==> src/assert_macros.svh <==
// Assertion macros used by the deframer top level.
`ifndef ASSERT_MACROS_SVH
`define ASSERT_MACROS_SVH

// Same-cycle implication, checked out of reset.
`define ASSERT_NOW(label, ante, cons, msg) \
    label: assert property (@(posedge i_clk) disable iff (!i_rst_n) (ante) |-> (cons)) \
        else $error(msg);

// Next-cycle implication, checked out of reset.
`define ASSERT_NEXT(label, ante, cons, msg) \
    label: assert property (@(posedge i_clk) disable iff (!i_rst_n) (ante) |=> (cons)) \
        else $error(msg);

`endif

==> src/uidd_pkg.sv <==
// Shared constants, types and helpers of the UID packet deframer.
`default_nettype none
package uidd_pkg;

    localparam int CHANNELS    = 2;
    localparam int MAX_UID_LEN = 10;
    localparam int CH_AW       = (CHANNELS > 1) ? $clog2(CHANNELS) : 1;
    localparam int ID_DEPTH    = CHANNELS * MAX_UID_LEN;
    localparam int ID_AW       = (ID_DEPTH > 1) ? $clog2(ID_DEPTH) : 1;

    localparam int CFG_IDX_W = 1;
    localparam logic [CFG_IDX_W-1:0] CFG_START_BYTE   = 1'd0;
    localparam logic [CFG_IDX_W-1:0] CFG_READER_LIMIT = 1'd1;

    localparam logic [7:0] START_RESET = 8'd170;
    localparam logic [1:0] LIMIT_RESET = 2'd2;

    localparam logic [2:0] PH_WAIT   = 3'd0;
    localparam logic [2:0] PH_READER = 3'd1;
    localparam logic [2:0] PH_LEN    = 3'd2;
    localparam logic [2:0] PH_UID    = 3'd3;
    localparam logic [2:0] PH_SUM    = 3'd4;

    typedef struct packed {
        logic [2:0] phase;
        logic [1:0] reader;
        logic [3:0] length;
        logic [3:0] seen;
        logic [7:0] xsum;
    } t_ctx;

    typedef struct packed {
        logic             en;
        logic [CH_AW-1:0] addr;
        t_ctx             data;
    } t_ctx_wr;

    function automatic logic [ID_AW-1:0] id_addr(input logic [CH_AW-1:0] ch,
                                                 input logic [3:0] pos);
        int sum;
        sum = int'(ch) * MAX_UID_LEN + int'(pos);
        return sum[ID_AW-1:0];
    endfunction

endpackage
`default_nettype wire

==> src/uidd_ctx_ram.sv <==
// Per-channel deframer context memory with valid bits, unwritten entries read as reset.
`default_nettype none
module uidd_ctx_ram (
    input  wire                            i_clk,
    input  wire                            i_rst_n,
    input  wire                            i_rd_en,
    input  wire  [uidd_pkg::CH_AW-1:0]     i_rd_addr,
    output uidd_pkg::t_ctx                 o_rd_data,
    input  uidd_pkg::t_ctx_wr              i_wr
);

    uidd_pkg::t_ctx                  r_mem [uidd_pkg::CHANNELS];
    logic [uidd_pkg::CHANNELS-1:0]   r_vld;
    uidd_pkg::t_ctx                  r_rd_data;

    always_ff @(posedge i_clk) begin
        if (!i_rst_n) begin
            r_vld <= '0;
        end else if (i_wr.en) begin
            r_vld[i_wr.addr] <= 1'b1;
        end
    end

    always_ff @(posedge i_clk) begin
        if (i_wr.en) begin
            r_mem[i_wr.addr] <= i_wr.data;
        end
        if (i_rd_en) begin
            r_rd_data <= r_vld[i_rd_addr] ? r_mem[i_rd_addr] : '0;
        end
    end

    assign o_rd_data = r_rd_data;

endmodule
`default_nettype wire

==> src/uidd_id_ram.sv <==
// UID byte store, one row of bytes per channel, registered read.
`default_nettype none
module uidd_id_ram (
    input  wire                          i_clk,
    input  wire                          i_wr_en,
    input  wire  [uidd_pkg::ID_AW-1:0]   i_wr_addr,
    input  wire  [7:0]                   i_wr_data,
    input  wire                          i_rd_en,
    input  wire  [uidd_pkg::ID_AW-1:0]   i_rd_addr,
    output logic [7:0]                   o_rd_data
);

    logic [7:0] r_mem [uidd_pkg::ID_DEPTH];
    logic [7:0] r_rd_data;

    always_ff @(posedge i_clk) begin
        if (i_wr_en) begin
            r_mem[i_wr_addr] <= i_wr_data;
        end
        if (i_rd_en) begin
            r_rd_data <= r_mem[i_rd_addr];
        end
    end

    assign o_rd_data = r_rd_data;

endmodule
`default_nettype wire

==> src/uid_packet_deframer_unit.sv <==
// Top level of the UID packet deframer: sequencer, config registers, result register.
//
//  channel | direction | handshake                  | payload
//  --------+-----------+----------------------------+-----------------------------------
//  in      | input     | i_in_valid / o_in_ready    | i_channel, i_rx_byte
//  out     | output    | o_out_valid / i_out_ready  | src_channel .. last
//  cfg     | input     | i_cfg_valid / o_cfg_ready  | i_cfg_index, i_cfg_data
//
// A byte passes a context read, then a modify and write back.
// After a good checksum each UID byte takes a store read, then a result load that waits
// for a free result register; an error result also waits for a free result register.
// Reset is synchronous; context valid bits clear at once, no clearing pass.
// The result register holds an item under stall while the next byte is accepted.
`default_nettype none
`include "assert_macros.svh"
module uid_packet_deframer_unit (
    input  wire                              i_clk,
    input  wire                              i_rst_n,
    input  wire                              i_in_valid,
    output logic                             o_in_ready,
    input  wire                              i_channel,
    input  wire  [7:0]                       i_rx_byte,
    output logic                             o_out_valid,
    input  wire                              i_out_ready,
    output logic                             o_src_channel,
    output logic                             o_status,
    output logic [1:0]                       o_reader_id,
    output logic [3:0]                       o_id_length,
    output logic [3:0]                       o_byte_position,
    output logic [7:0]                       o_id_byte,
    output logic                             o_last,
    input  wire                              i_cfg_valid,
    output logic                             o_cfg_ready,
    input  wire  [uidd_pkg::CFG_IDX_W-1:0]   i_cfg_index,
    input  wire  [7:0]                       i_cfg_data
);

    typedef enum logic [3:0] {
        ST_IDLE = 4'b0001,
        ST_CTX  = 4'b0010,
        ST_RD   = 4'b0100,
        ST_LOAD = 4'b1000
    } t_state;

    t_state       r_state, n_state;
    logic [7:0]   r_start, n_start;
    logic [1:0]   r_limit, n_limit;
    logic         r_ch, n_ch;
    logic [7:0]   r_byte, n_byte;
    logic [3:0]   r_pos, n_pos;
    logic [3:0]   r_len, n_len;
    logic [1:0]   r_rdr, n_rdr;

    logic         r_out_valid, n_out_valid;
    logic         r_out_ch, n_out_ch;
    logic         r_out_status, n_out_status;
    logic [1:0]   r_out_rdr, n_out_rdr;
    logic [3:0]   r_out_len, n_out_len;
    logic [3:0]   r_out_pos, n_out_pos;
    logic [7:0]   r_out_byte, n_out_byte;
    logic         r_out_last, n_out_last;

    logic                          accept;
    logic                          ch_ok;
    logic                          ctx_rd_en;
    uidd_pkg::t_ctx                ctx_rd;
    uidd_pkg::t_ctx                ctx_nx;
    uidd_pkg::t_ctx_wr             ctx_wr;
    logic                          id_wr_en;
    logic                          id_rd_en;
    logic [7:0]                    id_rd_data;
    logic                          out_free;
    logic                          sum_hit;
    logic                          mismatch;
    logic                          stall;
    logic [3:0]                    seen_inc;
    logic [3:0]                    pos_inc;
    logic                          burst_last;

    assign o_in_ready  = (r_state == ST_IDLE);
    assign o_cfg_ready = 1'b1;
    assign accept      = i_in_valid && o_in_ready;
    assign ch_ok       = (int'(i_channel) < uidd_pkg::CHANNELS);
    assign ctx_rd_en   = accept && ch_ok;
    assign out_free    = !r_out_valid || i_out_ready;

    assign sum_hit    = (ctx_rd.phase == uidd_pkg::PH_SUM);
    assign mismatch   = (r_byte != ctx_rd.xsum);
    assign stall      = (r_state == ST_CTX) && sum_hit && mismatch && !out_free;
    assign seen_inc   = ctx_rd.seen + 4'd1;
    assign pos_inc    = r_pos + 4'd1;
    assign burst_last = (pos_inc == r_len);

    assign id_wr_en = (r_state == ST_CTX) && (ctx_rd.phase == uidd_pkg::PH_UID)
                      && (ctx_rd.seen < 4'(uidd_pkg::MAX_UID_LEN));
    assign id_rd_en = (r_state == ST_RD);

    always_comb begin
        ctx_nx = ctx_rd;
        case (ctx_rd.phase)
            uidd_pkg::PH_READER: begin
                if (r_byte > {6'd0, r_limit}) begin
                    ctx_nx.phase = uidd_pkg::PH_WAIT;
                end else begin
                    ctx_nx.reader = r_byte[1:0];
                    ctx_nx.xsum   = ctx_rd.xsum ^ r_byte;
                    ctx_nx.phase  = uidd_pkg::PH_LEN;
                end
            end
            uidd_pkg::PH_LEN: begin
                if (r_byte == 8'd0 || r_byte > 8'(uidd_pkg::MAX_UID_LEN)) begin
                    ctx_nx.phase = uidd_pkg::PH_WAIT;
                end else begin
                    ctx_nx.length = r_byte[3:0];
                    ctx_nx.seen   = 4'd0;
                    ctx_nx.xsum   = ctx_rd.xsum ^ r_byte;
                    ctx_nx.phase  = uidd_pkg::PH_UID;
                end
            end
            uidd_pkg::PH_UID: begin
                ctx_nx.seen = seen_inc;
                ctx_nx.xsum = ctx_rd.xsum ^ r_byte;
                if (seen_inc == ctx_rd.length) begin
                    ctx_nx.phase = uidd_pkg::PH_SUM;
                end
            end
            uidd_pkg::PH_SUM: begin
                ctx_nx.phase = uidd_pkg::PH_WAIT;
            end
            default: begin
                ctx_nx.phase = uidd_pkg::PH_WAIT;
                if (r_byte == r_start) begin
                    ctx_nx.xsum  = r_start;
                    ctx_nx.phase = uidd_pkg::PH_READER;
                end
            end
        endcase
    end

    assign ctx_wr.en   = (r_state == ST_CTX) && !stall;
    assign ctx_wr.addr = uidd_pkg::CH_AW'(r_ch);
    assign ctx_wr.data = ctx_nx;

    uidd_ctx_ram u_ctx_ram (
        .i_clk     (i_clk),
        .i_rst_n   (i_rst_n),
        .i_rd_en   (ctx_rd_en),
        .i_rd_addr (uidd_pkg::CH_AW'(i_channel)),
        .o_rd_data (ctx_rd),
        .i_wr      (ctx_wr)
    );

    uidd_id_ram u_id_ram (
        .i_clk     (i_clk),
        .i_wr_en   (id_wr_en),
        .i_wr_addr (uidd_pkg::id_addr(uidd_pkg::CH_AW'(r_ch), ctx_rd.seen)),
        .i_wr_data (r_byte),
        .i_rd_en   (id_rd_en),
        .i_rd_addr (uidd_pkg::id_addr(uidd_pkg::CH_AW'(r_ch), r_pos)),
        .o_rd_data (id_rd_data)
    );

    always_comb begin
        n_state      = r_state;
        n_start      = r_start;
        n_limit      = r_limit;
        n_ch         = r_ch;
        n_byte       = r_byte;
        n_pos        = r_pos;
        n_len        = r_len;
        n_rdr        = r_rdr;
        n_out_valid  = r_out_valid && !i_out_ready;
        n_out_ch     = r_out_ch;
        n_out_status = r_out_status;
        n_out_rdr    = r_out_rdr;
        n_out_len    = r_out_len;
        n_out_pos    = r_out_pos;
        n_out_byte   = r_out_byte;
        n_out_last   = r_out_last;

        if (i_cfg_valid && o_cfg_ready) begin
            case (i_cfg_index)
                uidd_pkg::CFG_START_BYTE:   n_start = i_cfg_data;
                uidd_pkg::CFG_READER_LIMIT: n_limit = i_cfg_data[1:0];
                default: ;
            endcase
        end

        case (r_state)
            ST_IDLE: begin
                if (ctx_rd_en) begin
                    n_ch    = i_channel;
                    n_byte  = i_rx_byte;
                    n_state = ST_CTX;
                end
            end
            ST_CTX: begin
                if (!stall) begin
                    n_state = ST_IDLE;
                    if (sum_hit && mismatch) begin
                        n_out_valid  = 1'b1;
                        n_out_ch     = r_ch;
                        n_out_status = 1'b1;
                        n_out_rdr    = ctx_rd.reader;
                        n_out_len    = ctx_rd.length;
                        n_out_pos    = 4'd0;
                        n_out_byte   = 8'd0;
                        n_out_last   = 1'b1;
                    end else if (sum_hit) begin
                        n_pos   = 4'd0;
                        n_len   = ctx_rd.length;
                        n_rdr   = ctx_rd.reader;
                        n_state = ST_RD;
                    end
                end
            end
            ST_RD: begin
                n_state = ST_LOAD;
            end
            ST_LOAD: begin
                if (out_free) begin
                    n_out_valid  = 1'b1;
                    n_out_ch     = r_ch;
                    n_out_status = 1'b0;
                    n_out_rdr    = r_rdr;
                    n_out_len    = r_len;
                    n_out_pos    = r_pos;
                    n_out_byte   = id_rd_data;
                    n_out_last   = burst_last;
                    n_pos        = pos_inc;
                    n_state      = burst_last ? ST_IDLE : ST_RD;
                end
            end
            default: begin
                n_state = ST_IDLE;
            end
        endcase
    end

    always_ff @(posedge i_clk) begin
        if (!i_rst_n) begin
            r_state     <= ST_IDLE;
            r_start     <= uidd_pkg::START_RESET;
            r_limit     <= uidd_pkg::LIMIT_RESET;
            r_out_valid <= 1'b0;
        end else begin
            r_state     <= n_state;
            r_start     <= n_start;
            r_limit     <= n_limit;
            r_out_valid <= n_out_valid;
        end
    end

    always_ff @(posedge i_clk) begin
        r_ch         <= n_ch;
        r_byte       <= n_byte;
        r_pos        <= n_pos;
        r_len        <= n_len;
        r_rdr        <= n_rdr;
        r_out_ch     <= n_out_ch;
        r_out_status <= n_out_status;
        r_out_rdr    <= n_out_rdr;
        r_out_len    <= n_out_len;
        r_out_pos    <= n_out_pos;
        r_out_byte   <= n_out_byte;
        r_out_last   <= n_out_last;
    end

    assign o_out_valid     = r_out_valid;
    assign o_src_channel   = r_out_ch;
    assign o_status        = r_out_status;
    assign o_reader_id     = r_out_rdr;
    assign o_id_length     = r_out_len;
    assign o_byte_position = r_out_pos;
    assign o_id_byte       = r_out_byte;
    assign o_last          = r_out_last;

    `ASSERT_NOW(a_sum_len_legal, (r_state == ST_CTX) && sum_hit, (ctx_rd.length != 4'd0) && (ctx_rd.length <= 4'(uidd_pkg::MAX_UID_LEN)), "checksum phase with illegal length")
    `ASSERT_NOW(a_burst_in_range, (r_state == ST_RD) || (r_state == ST_LOAD), r_pos < r_len, "burst position beyond length")
    `ASSERT_NOW(a_err_shape, r_out_valid && r_out_status, r_out_last && (r_out_byte == 8'd0) && (r_out_pos == 4'd0), "malformed error item")
    `ASSERT_NEXT(a_last_ends_burst, (r_state == ST_LOAD) && out_free && burst_last, r_state == ST_IDLE, "burst did not end on last item")

endmodule
`default_nettype wire
==> config.mk <==
export PLATFORM = sky130hd
export DESIGN_NAME = uid_packet_deframer_unit
export DESIGN_NICKNAME = d
export VERILOG_FILES = /design/src/uidd_pkg.sv /design/src/uidd_ctx_ram.sv /design/src/uidd_id_ram.sv /design/src/uid_packet_deframer_unit.sv
export VERILOG_INCLUDE_DIRS = /design/src /design/src/src
export SDC_FILE = /design/constraint.sdc
export NUM_CORES = 1
export LEC_CHECK = 0
export BUFFER_PORTS_ARGS = -buffer_cell sky130_fd_sc_hd__clkbuf_2
export CAP_MARGIN = 0
export CORE_MARGIN = 2
export CORE_UTILIZATION = 35
export CTS_CLUSTER_DIAMETER = 150
export CTS_CLUSTER_SIZE = 30
export DETAILED_ROUTE_END_ITERATION = 8
export PLACE_DENSITY = 0.5
export REMOVE_ABC_BUFFERS = 1
export SETUP_SLACK_MARGIN = 0.5
export SLEW_MARGIN = 30
export SYNTH_ARGS = -nofsm -noshare
export SYNTH_HDL_FRONTEND = slang
export SYNTH_SLANG_ARGS = --single-unit
==> constraint.sdc <==
create_clock -name i_clk -period 8 [get_ports i_clk]
set_input_delay 0.8 -clock i_clk [delete_from_list [all_inputs] [get_ports i_clk]]
set_output_delay 0.8 -clock i_clk [all_outputs]
set_load 0.02 [all_outputs]
=== After elaboration in Yosys (flattened, before gate mapping) ===
Memory sizes are Yosys's and may differ from the RTL's. A register that Yosys moved wholly into a read port is not among the register bits.
Index checks and enable logic that the tools add are counted.

* Bits in writable memories: 202
* Memories: 2
* Logic and storage cells: 142
* Output and inout port bits: 24
* Flip-flop bits (word level): 57

{| class="wikitable"
|+ Memory list
! memory !! words !! width !! rd ports !! clocked after Yosys merged registers in !! wr ports !! line !! text
|-
| u_id_ram.r_mem || 20 || 8 || 1 || 1 || 1 || uidd_id_ram.sv:13 || <nowiki>logic [7:0] r_mem [uidd_pkg::ID_DEPTH];</nowiki>
|-
| u_ctx_ram.r_mem || 2 || 21 || 1 || 1 || 1 || uidd_ctx_ram.sv:12 || <nowiki>uidd_pkg::t_ctx r_mem [uidd_pkg::CHANNELS];</nowiki>
|}

* Bitwise operators: 5
* Equality and inequality tests: 18
* Muxes and demuxes: 63
* $mul: 1
* $lt $le $gt $ge: 6
* Reduce and logical (&&, ||, !) cells: 26
* Add/sub/neg operators: 4

{| class="wikitable"
|+ Operators by type and width
! cell !! number
|-
| 4-bit two-way mux || 14
|-
| 8-bit two-way mux || 5
|-
| 4-bit case mux with 2 select lines || 4
|-
| 8-bit case mux with 4 select lines || 1
|-
| 1-bit two-way mux || 18
|-
| 16-bit two-way mux || 1
|-
| 4-bit case mux with 4 select lines || 1
|-
| 8-bit case mux with 2 select lines || 1
|-
| 2-bit two-way mux || 7
|-
| 3-bit two-way mux || 4
|-
| 3-bit case mux with 4 select lines || 1
|-
| 1-bit logical AND || 10
|-
| 4-bit by 1-bit adder with 4-bit output (second input constant) || 2
|-
| 4-bit equality test || 2
|-
| 8-bit equality test || 1
|-
| 8-bit by 2-bit > comparator with 1-bit output || 1
|-
| 8-bit by 4-bit > comparator with 1-bit output (second input constant) || 1
|-
| 8-bit logical NOT || 1
|-
| 2-bit != test (second input constant) || 4
|-
| 8-bit != test || 1
|-
| 1-bit case mux with 2 select lines || 4
|-
| 4-bit AND reduction || 2
|-
| 8-bit XOR || 1
|-
| 3-bit by 2-bit equality test with 1-bit output (second input constant) || 2
|-
| 23 further kinds || 34
|}

=== Logic depth before layout (Yosys ltp) ===
Gate-level depths: netlist (run 1).

* Depth after elaboration: 8
* Depth in mapped cells: 9

=== Cells and area by module ===
A second synthesis (run 1) with hierarchy kept.

* Cell total of the unflattened synthesis: 711
* Area total of the unflattened synthesis: 11920.2 um^2

{| class="wikitable"
|+ Modules (own cells, without submodules)
! module !! seq. area each (um^2) !! instances !! cells an instance !! area each (um^2)
|-
| uidd_id_ram || 5044.8 || 1 || 308 || 6562.5
|-
| uid_packet_deframer_unit || 1501.4 || 1 || 305 || 3161.8
|-
| uidd_ctx_ram || 1931.9 || 1 || 98 || 2195.9
|}

=== Least setup slack after synthesis (run 1) ===
Ideal clock, no wire load.

* Kind: register to register
* From: reg r_byte[3]
* To: mem u_ctx_ram.r_mem[0][0] (netlist name) (enable)
* Stages on the path, launching flop included: 8
* Path slack: 4966 ps
* Buffers on the path: 1
* Data arrival time: 2635 ps
* Data required time: 7601 ps
* Cells stage by stage: edfxtp_1 > clkbuf_1 > xor2_1 > nor4_1 > nand4b_1 > nand2_1 > o21ai_0 > nor2_1

* Longest elaborated chain between the ends: 7

{| class="wikitable"
|+ RTL lines
! element !! line !! text
|-
| start: declaration || uid_packet_deframer_unit.sv:49 || <nowiki>logic [7:0] r_byte, n_byte;</nowiki>
|-
| start signal: assignment || uid_packet_deframer_unit.sv:256 || <nowiki>r_byte <= n_byte;</nowiki>
|-
| 8-bit != test || uid_packet_deframer_unit.sv:88 || <nowiki>assign mismatch = (r_byte != ctx_rd.xsum);</nowiki>
|-
| 1-bit logical AND (2 in series) || uid_packet_deframer_unit.sv:89 || <nowiki>assign stall = (r_state == ST_CTX) && sum_hit && mismatch && !out_free;</nowiki>
|-
| 1-bit logical NOT || -- ||
|-
| 1-bit logical AND || uid_packet_deframer_unit.sv:140 || <nowiki>assign ctx_wr.en = (r_state == ST_CTX) && !stall;</nowiki>
|-
| 1-bit two-way mux || uidd_ctx_ram.sv:25 || <nowiki>if (i_wr.en) begin</nowiki>
|-
| 1-bit two-way mux (not written as such) || uidd_ctx_ram.sv:26 || <nowiki>r_mem[i_wr.addr] <= i_wr.data;</nowiki>
|-
| end: declaration || uidd_ctx_ram.sv:12 ||
|}

Every way passes these cells.

==> results by group, run 1 <==
Critical path
  • WS Path Type: reg2reg
  • WP data required: 8.32 ns
  • CP arrival: 3.42 ns
  • CP Launch Type: flip-flop
  • Reg2reg start: r_byte[5]
  • Crit. Startpoint: r_byte[5]
  • CP endpoint kind: flip-flop
  • CP max FO: 25

Cells and area
  • Final core occ: 39.04%
  • Post-route insts no fill: 1210
  • Layout area overhead: 9.991%
  • Layout cell share with drive strength beyond 1: 19.55%
  • Layout Nets: 792
  • # diodes: 0

Die
  • Initial Utilization: 35.49%
  • Die area: 0.03541 mm2
  • Die W: 188.2 um
  • Site Rows: 67
  • CORE AREA: 0.03345 mm2
  • Die height: 188.2 um
  • Ports: 47

Timing
  • Period minus WS final: 3.098 ns
  • Setup violations, final: 0
  • Period Utilization, post-route: 38.73%
  • Fmax: 322.7 MHz
  • Tightest Pin Transition: 0.9532 ns
  • TNS Setup: 0 ns
  • Pins Over Slew Limit: 0
  • Setup ws final: 4.902 ns
  • Relative slew slack: 36.45%
  • RSZ-0062 raised after global routing: no
  • Worst Clk Skew: 0.03552 ns
  • Hold Fails Final Rpt: 0

Synth
  • Seq cells post-synth: 288
  • Sequential cell area fraction in the yosys report: 71.42%
  • Warnings, synthesis: 0
  • Cells after Synth: 713
  • Average cell area after synthesis: 16.65 um2
  • Post-synth EDFFs: 271
  • Yosys cell types: 52
  • FFs w/ async S/R, synth: 0%
  • Top FF cell, synth: edfxtp_1
  • Syn Std Cell Area: 0.01187 mm2

GRT
  • Grt total ovfl: 0
  • Number of global-route vias before repair: 6373
  • Largest net degree at the start of global routing: 46
  • Initial antenna violation count: 0
  • First-pass GRT wire length: 38340 um
  • GRT Total Usage: 14.02%

Pwr
  • Power Density: 198.9 mW/mm2
  • Pleak: 4.337 nW
  • Peak VDD IR: 0.0001154 V
  • Total power draw: 0.002597 W

Run status
  • Status: finished, final reports clean

Clock network
  • Skew-Pair Late Insertion Delay: 0.50 ns
  • CTS buffer count: 13
  • CTS clock-pin slew for the worst setup and hold paths: 0.11 ns
  • Clock root cell: clkbuf_16
  • Post-CTS resize count: 0
  • Clock H-tree levels: 1
  • Clock sink count: 288
  • Bufs on Longest Clock Path: 3
  • Hold_buf cts: 0
  • Post-CTS Setup Repair Bufs: 0
  • CTS tree: done

Detailed routing
  • DRT iter0 DRCs: 445
  • Drt first pass iters: 5
  • Post-route ant nets: 0
  • DRC: 0
  • Via density per instance: 5.074
  • Post-Route WL: 24330 um
  • WL/cell: 20.10 um
  • Via count: 6140

Place
  • HPWL after detailed placement: 15800 um
  • Port-buffer cells: 45
  • Gpl congestion: 0.7810
  • Placed insts: 1188
  • Pre-CTS setup slack: 4.838 ns

Min path
  • Hold Crit Class: reg2reg
  • Hold Crit Start: u_ctx_ram.r_vld[0]

Flow run
  • Max-capacitance violation count: 0
[flip-flops by register name, indices dropped and copies added, names as in the netlist, 8 cells and up]
register             cells
o_id_byte                8
r_byte                   8
r_start                  8
u_ctx_ram.o_rd_data     21
u_ctx_ram.r_mem         42
u_id_ram.o_rd_data       8
u_id_ram.r_mem         160
[logic make-up (layout without fill, tap and decap cells)]
logic type / Yosys count / in the layout / share of synthesized area [%]
AOI/OAI and AO/OA: 57 / 57 / 3.404
xor gates and xnor gates: 27 / 27 / 1.992
adders and majority gates: 10 / 10 / 1.054
buffers and inverters: 42 / 91 / 1.412
DFF: 288 / 288 / 71.42
muxes: 90 / 90 / 12.82
other: 1 / 1 / 0.03159
and+or+nand+nor: 198 / 198 / 7.873
[per-stage QoR]
stage          instance area [um2]  hold WS [ns]
5_1_grt                      13060        0.4625
4_1_cts                      12990        0.4612
6_report                     13060        0.4786
3_3_place_gp                 12630        0.4358
3_5_place_dp                 12630        0.4477
2_1_floorplan                11760        0.4222
[power by group]
group / internal (W) / switching, W
combinational: 0.0000627 / 0.0000938
sequential: 0.00167 / 0.0000235
clock: 0.000308 / 0.000443
[layout by cell type (no fill, tap or decap), types with 17 or more instances in the layout]
master,synthesis,layout
nand2_1,62,62
nand3_1,18,18
nor2_1,62,61
o21ai_0,17,17
xor2_1,20,20
mux4_2,48,48
mux2i_1,29,29
dfxtp_1,17,17
clkbuf_2,0,45
edfxtp_1,271,271
[final cells by class]
type                            instances  area (um2)
Fill cell                            3045       20390
Sequential cell                       288        8478
Multi-Input combinational cell        383        3261
Tap cell                              448       560.5
Timing Repair Buffer                   59       349.1
Clock buffer                           17       340.3
Inverter                               14       52.55
Clock inverter                          1       16.27
[worst paths after layout]
path,to,slack [ns],depth (start not counted)
worst max-delay path,u_ctx_ram.r_mem[0][5],4.90,6
worst min register to register,u_ctx_ram.r_vld[0],0.48,2
worst min-delay path,u_ctx_ram.r_vld[0],0.48,2
worst max register to register,u_ctx_ram.r_mem[0][5],4.90,6
[synth_stat cells (2+ instances only)]
library cell  number  area (um2)
a31oi_1            4       25.02
a21o_1             2       15.01
nor2_1            62       232.7
xnor2_1            7       61.31
nand3_1           18       90.09
mux4_2            48        1081
buf_1              2       7.510
o21ai_0           17       85.08
nor3_1             4       20.02
a21boi_0           6       45.04
edfxtp_1         271        8138
nor2b_1            8       50.05
nor4_1             4       25.02
nand4b_1           2       17.52
or4_4              2       22.52
o221ai_1           6       52.55
xor2_1            20       175.2
clkbuf_1          20       75.07
a221o_1            2       20.02
a32oi_1            2       17.52
dfxtp_1           17       340.3
o211a_1            2       20.02
and3_1             2       12.51
ha_1              10       125.1
inv_1             13       48.80
buf_2              5       25.02
nand2b_1           9       56.30
o21ai_2            2       17.52
mux2_2            12       135.1
a21oi_1            8       40.04
mux2i_1           29       290.3
nand2_1           62       232.7
and2_1            16       100.1
[critical path: stages (launching register included)]
cell and delay, ns:
edfxtp_1 0.79, or4_4 0.70, a2111oi_4 0.61, nor2_2 0.20
o21ai_2 0.25, a21oi_1 0.13, o221ai_1 0.24
[routing by layer]
metal,vias to the layer above,share of wire [%],GRT usage [%]
met2,136,47,22.81
met5,-,0,0
met1,3161,47,20.29
met4,0,1.5,2.968
li1,2817,-,-
met3,26,4.2,1.769
Power figures use the tool's default switching activity.
==> inputs of run 2 (changes only) <==
--- a/config.mk
+++ b/config.mk
@@ -13,7 +13,7 @@
 export CTS_CLUSTER_DIAMETER = 150
 export CTS_CLUSTER_SIZE = 30
 export DETAILED_ROUTE_END_ITERATION = 8
-export PLACE_DENSITY = 0.5
+export PLACE_DENSITY = 0.52
 export REMOVE_ABC_BUFFERS = 1
 export SETUP_SLACK_MARGIN = 0.5
 export SLEW_MARGIN = 30
==> constraint.sdc (replaced) <==
create_clock -name i_clk -period 2.5 [get_ports i_clk]
set_input_delay 0.25 -clock i_clk [delete_from_list [all_inputs] [get_ports i_clk]]
set_output_delay 0.25 -clock i_clk [all_outputs]
set_load 0.02 [all_outputs]
==> run 2 against run 1 <==
  * Combinational power grew to 5.0 times the previous value
  * Sequential share of layout area shrank 8.9 points
  * Global-route usage up 1.9 points
  * Routed wire length grew 17%
  * Worst setup slack worse by 4.8 ns
  * Clock skew is 0.0034 ns higher
  * Highest routed layer unchanged
==> results by group, run 2 (same netlist as run 1, synthesis figures left out) <==
GRT
  • Grt total ovfl: 0
  • Largest net degree at the start of global routing: 32
  • First-pass GRT wire length: 42720 um
  • GRT Total Usage: 15.97%
  • Number of global-route vias before repair: 6916
  • Initial antenna violation count: 0

Pwr
  • Pleak: 5.163 nW
  • Internal power: 0.006677 W
  • Switching part of the total: 22.19%
  • Total power draw: 0.008581 W
  • Combinational fraction of design power: 9.2%
  • Peak VDD IR: 0.0003403 V
  • Power Density: 566.9 mW/mm2
  • Switching pwr: 0.001904 W
  • Sequential Power Share: 62.8%
  • Clk network pwr share: 28.1%

Clock network
  • Bufs on Longest Clock Path: 3
  • Skew-Pair Late Insertion Delay: 0.51 ns
  • CTS tree: done
  • CTS buffer count: 13
  • CTS clock-pin slew for the worst setup and hold paths: 0.12 ns
  • Clock root cell: clkbuf_16
  • Clock H-tree levels: 1
  • Clock sink count: 288

Timing
  • Pins Over Slew Limit: 0
  • Tightest Pin Transition: 1.122 ns
  • Worst Clk Skew: 0.03896 ns
  • Period minus WS final: 2.388 ns
  • RSZ-0062 raised after global routing: yes
  • Setup ws final: 0.1120 ns
  • Hold_ws: 0.05186 ns
  • Hold Fails Final Rpt: 0
  • Setup violations, final: 0
  • Period Utilization, post-route: 95.52%
  • Relative slew slack: 25.07%
  • Fmax: 418.8 MHz

Cells and area
  • Max reg flops: 160
  • # diodes: 0
  • Post-route insts no fill: 1331
  • Largest Register: u_id_ram.r_mem
  • Most common cell after layout, fill and taps aside: edfxtp_1
  • Reg area: 0.008479 mm2
  • Most frequent cells in the layout: edfxtp_1, nand2_1, buf_4
  • Layout Nets: 913
  • Layout area overhead: 27.50%
  • Footprint of the multi-input gates: 0.003914 mm2
  • Layout cell share with drive strength beyond 1: 37.94%
  • Fill count: 2887

Min path
  • Cell count of the worst hold path: 3
  • Hold Crit Class: in2reg
  • Hold worst-path end: r_limit[0]
  • Hold Crit Start: i_cfg_index

Critical path
  • Cell breakdown of the critical path: or4_4, or4_4, or3_4, mux2_4
  • CP max FO: 4
  • CP Launch Type: flip-flop
  • CP arrival: 2.65 ns
  • WS Path Type: reg2reg
  • Reg2reg start: r_byte[4]
  • Worst reg2reg endpoint: u_ctx_ram.r_mem[1][17]
  • Worst r2r path cells: 4
  • WP data required: 2.76 ns
  • Reg-to-reg setup timing slack: 0.11 ns
  • Top cell by count, worst path: or4_4
  • CP endpoint kind: flip-flop
  • Crit path largest cell delay: 0.60 ns
  • Slowest CP cell: or4_4

Detailed routing
  • Drt first pass iters: 4
  • Post-Route WL: 28390 um
  • Via count: 6700
  • WL/cell: 21.33 um
  • DRT iter0 DRCs: 497
  • DRC: 0
  • Via density per instance: 5.034
  • Post-route ant nets: 0

Run status
  • Status: finished, final reports clean

Place
  • HPWL after detailed placement: 18110 um
  • Placed insts: 1248
  • Port-buffer cells: 45
  • Pre-CTS setup slack: -0.02777 ns
  • Gpl congestion: 0.8059

Die
  • Die area: 0.03541 mm2
  • Die W: 188.2 um
  • Site Rows: 67
  • Initial Utilization: 35.49%
  • Ports: 47
  • Die height: 188.2 um
  • CORE AREA: 0.03345 mm2

Flow run
  • Max-capacitance violation count: 0
==> run 2: through the flow <==
step	setup TNS [ns]	instance area [um2]	util [%]
finish	0	15140	45.25
detailed placement	-0.5709	13140	39.29
CTS	0	14680	43.90
floorplan	-35.84	11760	-
global route	0	15140	45.25
global placement	0	13140	39.29
==> run 2: power groups by stage <==
stage / Combinational, W / Sequential [W] / Clock, W
floorplan: 0.000299 / 0.00551 / 0
global placement: 0.000551 / 0.00549 / 0
detailed placement: 0.000565 / 0.00550 / 0
CTS: 0.000725 / 0.00539 / 0.00249
global route: 0.000846 / 0.00540 / 0.00265
finish: 0.000785 / 0.00539 / 0.00241
==> run 2: worst max path at each step <==
stage | cells past startpoint | from | endpoint
6_report | 4 | r_byte[4] | u_ctx_ram.r_mem[1][17]
3_3_place_gp | 8 | r_byte[0] | u_ctx_ram.r_mem[1][5]
3_5_place_dp | 8 | r_byte[0] | u_ctx_ram.r_mem[1][7]
2_1_floorplan | 3 | r_pos[0] | u_id_ram.o_rd_data[0]
4_1_cts | 6 | r_byte[1] | u_ctx_ram.r_mem[0][17]
5_1_grt | 4 | r_byte[4] | u_ctx_ram.r_mem[1][17]
==> run 2: final cells by class <==
cell class	instances	area share [%]
Sequential cell	288	56.02
Multi-Input combinational cell	386	25.86
Timing Repair Buffer	177	11.69
Tap cell	448	3.703
Clock buffer	17	2.248
Inverter	14	0.3720
Clock inverter	1	0.1075
==> run 2: worst max-delay path, delay by kind of cell (launching register included) <==
| family | cells | cell delay [ns] |
|---|---|---|
| and+or+nand+nor | 3 | 1.43 |
| DFF | 1 | 0.40 |
| muxes | 1 | 0.31 |
==> run 2: what timing repair did <==
action                                  in CTS  in global routing
pin swaps                                   27                 26
hold buffers                                16                  0
resized for setup                          153                 76
endpoints found under the hold margin       18                  0
cloned                                       7                  2
endpoints found under the setup margin     284                288
buffers inserted                            26                 14
==> run 2: per-layer routing <==
layer / up-vias / GRT usage [%] / share of wire (%)
li1: 3053 / - / -
met1: 3485 / 22.20 / 46
met2: 131 / 27.16 / 49
met3: 31 / 1.695 / 3.4
met4: 0 / 3.604 / 1.7
met5: - / 0 / 0
==> inputs of run 3 (changes only) <==
--- a/config.mk
+++ b/config.mk
@@ -6,6 +6,7 @@
 export SDC_FILE = /design/constraint.sdc
 export NUM_CORES = 1
 export LEC_CHECK = 0
+export ABC_AREA = 1
 export BUFFER_PORTS_ARGS = -buffer_cell sky130_fd_sc_hd__clkbuf_2
 export CAP_MARGIN = 0
 export CORE_MARGIN = 2
@@ -13,7 +14,7 @@
 export CTS_CLUSTER_DIAMETER = 150
 export CTS_CLUSTER_SIZE = 30
 export DETAILED_ROUTE_END_ITERATION = 8
-export PLACE_DENSITY = 0.52
+export PLACE_DENSITY_LB_ADDON = 0.1
 export REMOVE_ABC_BUFFERS = 1
 export SETUP_SLACK_MARGIN = 0.5
 export SLEW_MARGIN = 30
==> run 3 against run 2 <==
  * Sequential share of layout area hardly changed
  * Global-route usage rose by 1.1 points
  * Worst setup slack gained 0.26 ns
  * Flip-flop and latch count did not move
  * Sequential power increased by 3%
  * Fmax increased by 12%
  * Final cell count rose by 27%
  * Clock power rose by 3%
  * Synthesized cell count rose by 54%
==> results by group, run 3 <==
Run status
  • Status: finished, final reports clean

Die
  • CORE AREA: 0.03463 mm2
  • Die height: 191.8 um
  • Initial Utilization: 35.64%
  • Die W: 191.8 um
  • Die area: 0.03678 mm2
  • Site Rows: 68
  • Ports: 47

GRT
  • Grt total ovfl: 0
  • Initial antenna violation count: 1
  • Number of global-route vias before repair: 7923
  • GRT Total Usage: 17.06%
  • Largest net degree at the start of global routing: 75
  • First-pass GRT wire length: 47690 um

Synth
  • Synth top cells by count: edfxtp_1, nor2_1, nand2_1
  • Most common cell in the netlist: edfxtp_1
  • FFs w/ async S/R, synth: 0%
  • Sequential cell area fraction in the yosys report: 68.70%
  • Post-synth EDFFs: 271
  • Warnings, synthesis: 0
  • Average cell area after synthesis: 11.27 um2
  • Syn Std Cell Area: 0.01234 mm2
  • Synth area leader: edfxtp_1
  • Yosys cell types: 33
  • Seq cells post-synth: 288
  • Cells after Synth: 1095
  • Top FF cell, synth: edfxtp_1
  • Post-synth top area share: 65.94%
  • Synth area leaders: edfxtp_1, nor2_1, nand2_1

Cells and area
  • Layout Nets: 1264
  • Largest Register: u_id_ram.r_mem
  • Max reg flops: 160
  • Most frequent cells in the layout: edfxtp_1, nand2_1, nor2_1
  • Layout cell share with drive strength beyond 1: 23.36%
  • Layout area overhead: 22.70%
  • Footprint of the multi-input gates: 0.003737 mm2
  • Final core occ: 43.73%
  • Reg area: 0.008478 mm2
  • # diodes: 0
  • Fill count: 3238
  • Most common cell after layout, fill and taps aside: edfxtp_1

Clock network
  • CTS clock-pin slew for the worst setup and hold paths: 0.12 ns
  • CTS buffer count: 13
  • Clock sink count: 288
  • CTS tree: done
  • Bufs on Longest Clock Path: 3
  • Skew-Pair Late Insertion Delay: 0.51 ns
  • Clock H-tree levels: 1
  • Clock root cell: clkbuf_16

Detailed routing
  • Via density per instance: 4.835
  • Post-Route WL: 31610 um
  • WL/cell: 18.68 um
  • DRT iter0 DRCs: 508
  • DRC: 0
  • Via count: 8181
  • Drt first pass iters: 5
  • Post-route ant nets: 0

Critical path
  • Worst reg2reg endpoint: u_id_ram.o_rd_data[4]
  • WP data required: 2.89 ns
  • WP depth: 10
  • Crit path largest cell delay: 0.43 ns
  • Crit. Startpoint: r_ch
  • CP endpoint kind: flip-flop
  • Cell breakdown of the critical path: buf_6, ha_4, buf_12, buf_16, o21ai_1, o211ai_1, nand3_1, nand2_2, nand2_1, nand2_1
  • Top cell by count, worst path: nand2_1
  • Worst Setup EP: u_id_ram.o_rd_data[4]
  • Reg-to-reg setup timing slack: 0.37 ns
  • Worst r2r path cells: 10
  • Reg2reg start: r_ch
  • CP max FO: 5
  • CP arrival: 2.52 ns
  • WS Path Type: reg2reg
  • CP top delay family: compound AO/OA/AOI/OAI gates
  • Buffers plus inverters on the worst setup path: 3
  • Slowest CP cell: edfxtp_1
  • CP Launch Type: flip-flop

Timing
  • Hold_ws: 0.03365 ns
  • Pins Over Slew Limit: 0
  • Hold Fails Final Rpt: 0
  • Period minus WS final: 2.132 ns
  • Worst Clk Skew: 0.02764 ns
  • Setup violations, final: 0
  • Tightest Pin Transition: 0.6960 ns
  • Period Utilization, post-route: 85.28%
  • Fmax: 469.0 MHz
  • Relative slew slack: 53.60%
  • RSZ-0062 raised after global routing: yes

Flow run
  • Max-capacitance violation count: 0

Pwr
  • Pleak: 5.669 nW
  • Combinational fraction of design power: 16.4%
  • Switching pwr: 0.002539 W
  • Power Density: 634.5 mW/mm2
  • Sequential Power Share: 57.7%
  • Switching part of the total: 26.42%
  • Peak VDD IR: 0.0005406 V
  • Internal power: 0.007069 W
  • Clk network pwr share: 25.9%

Place
  • HPWL after detailed placement: 19970 um
  • Port-buffer cells: 45
  • Gpl congestion: 0.8184

Min path
  • Hold Crit Start: i_cfg_data[2]
  • Hold Crit Class: in2reg
[run 3: worst min path at each step]
stage                      end  depth (start not counted)
floorplan           r_start[1]                          1
global placement     r_byte[6]                          1
detailed placement   r_byte[4]                          1
CTS                 r_start[2]                          3
global route        r_start[2]                          3
finish              r_start[2]                          3
[run 3: power groups by stage]
stage | clock network, W | registers (W) | logic, W
global route | 0.00272 | 0.00556 | 0.00173
global placement | 0 | 0.00566 | 0.00119
floorplan | 0 | 0.00568 | 0.000662
CTS | 0.00260 | 0.00555 | 0.00136
detailed placement | 0 | 0.00566 | 0.00119
finish | 0.00249 | 0.00555 | 0.00157
[run 3: cell families after synthesis]
| kind of cell | after synthesis | share of synthesized area, % |
|---|---|---|
| AO/OA/AOI/OAI | 173 | 7.898 |
| XOR/XNOR | 16 | 1.196 |
| adder cells (fa/ha/maj) | 10 | 1.014 |
| buffers and inverters | 146 | 4.857 |
| flip-flops | 288 | 68.70 |
| multiplexers | 21 | 1.916 |
| other | 1 | 0.03039 |
| AND/OR/NAND/NOR | 440 | 14.39 |
[run 3: layout make-up]
class	count	area share, %
sequential	288	55.99
clock inverter	1	0.1074
multi-input combinational	661	24.68
clock buffer	20	2.322
tap	455	3.760
timing repair buffer	160	10.35
inverter	107	2.785
[run 3: stage by stage]
step	setup TNS (ns)	std cells	setup slack (ns)	power, W	area [um2]
global route	0	1692	0.2802	0.01001	15140
finish	0	1692	0.3680	0.009608	15140
floorplan	-15.96	1056	-0.5880	0.006344	12150
detailed placement	0	1617	0.1488	0.006853	13490
CTS	0	1666	0.3569	0.009507	14380
global placement	0	1617	0.1643	0.006848	13490
[run 3: timing repair]
item / in CTS / in global routing
cloned: 3 / 6
endpoints found under the hold margin: 16 / 0
resized for setup: 48 / 119
setup buffers: 10 / 20
endpoints found under the setup margin: 189 / 258
hold buffers: 15 / 0
pin swaps: 21 / 57
[run 3: worst min-delay path: cells and delay by family]
family          cells  cell delay [ns]
compound gates      2             0.17
buf+inv             1             0.07
[run 3: metal layers]
| metal | vias to the layer above | GRT usage (%) | wire [um] |
|---|---|---|---|
| met3 | 23 | 1.644 | 992 |
| li1 | 4045 | - | - |
| met1 | 3983 | 25.06 | 15420 |
| met4 | 0 | 3.639 | 575 |
| met2 | 130 | 27.46 | 14620 |
| met5 | - | 0 | 0 |
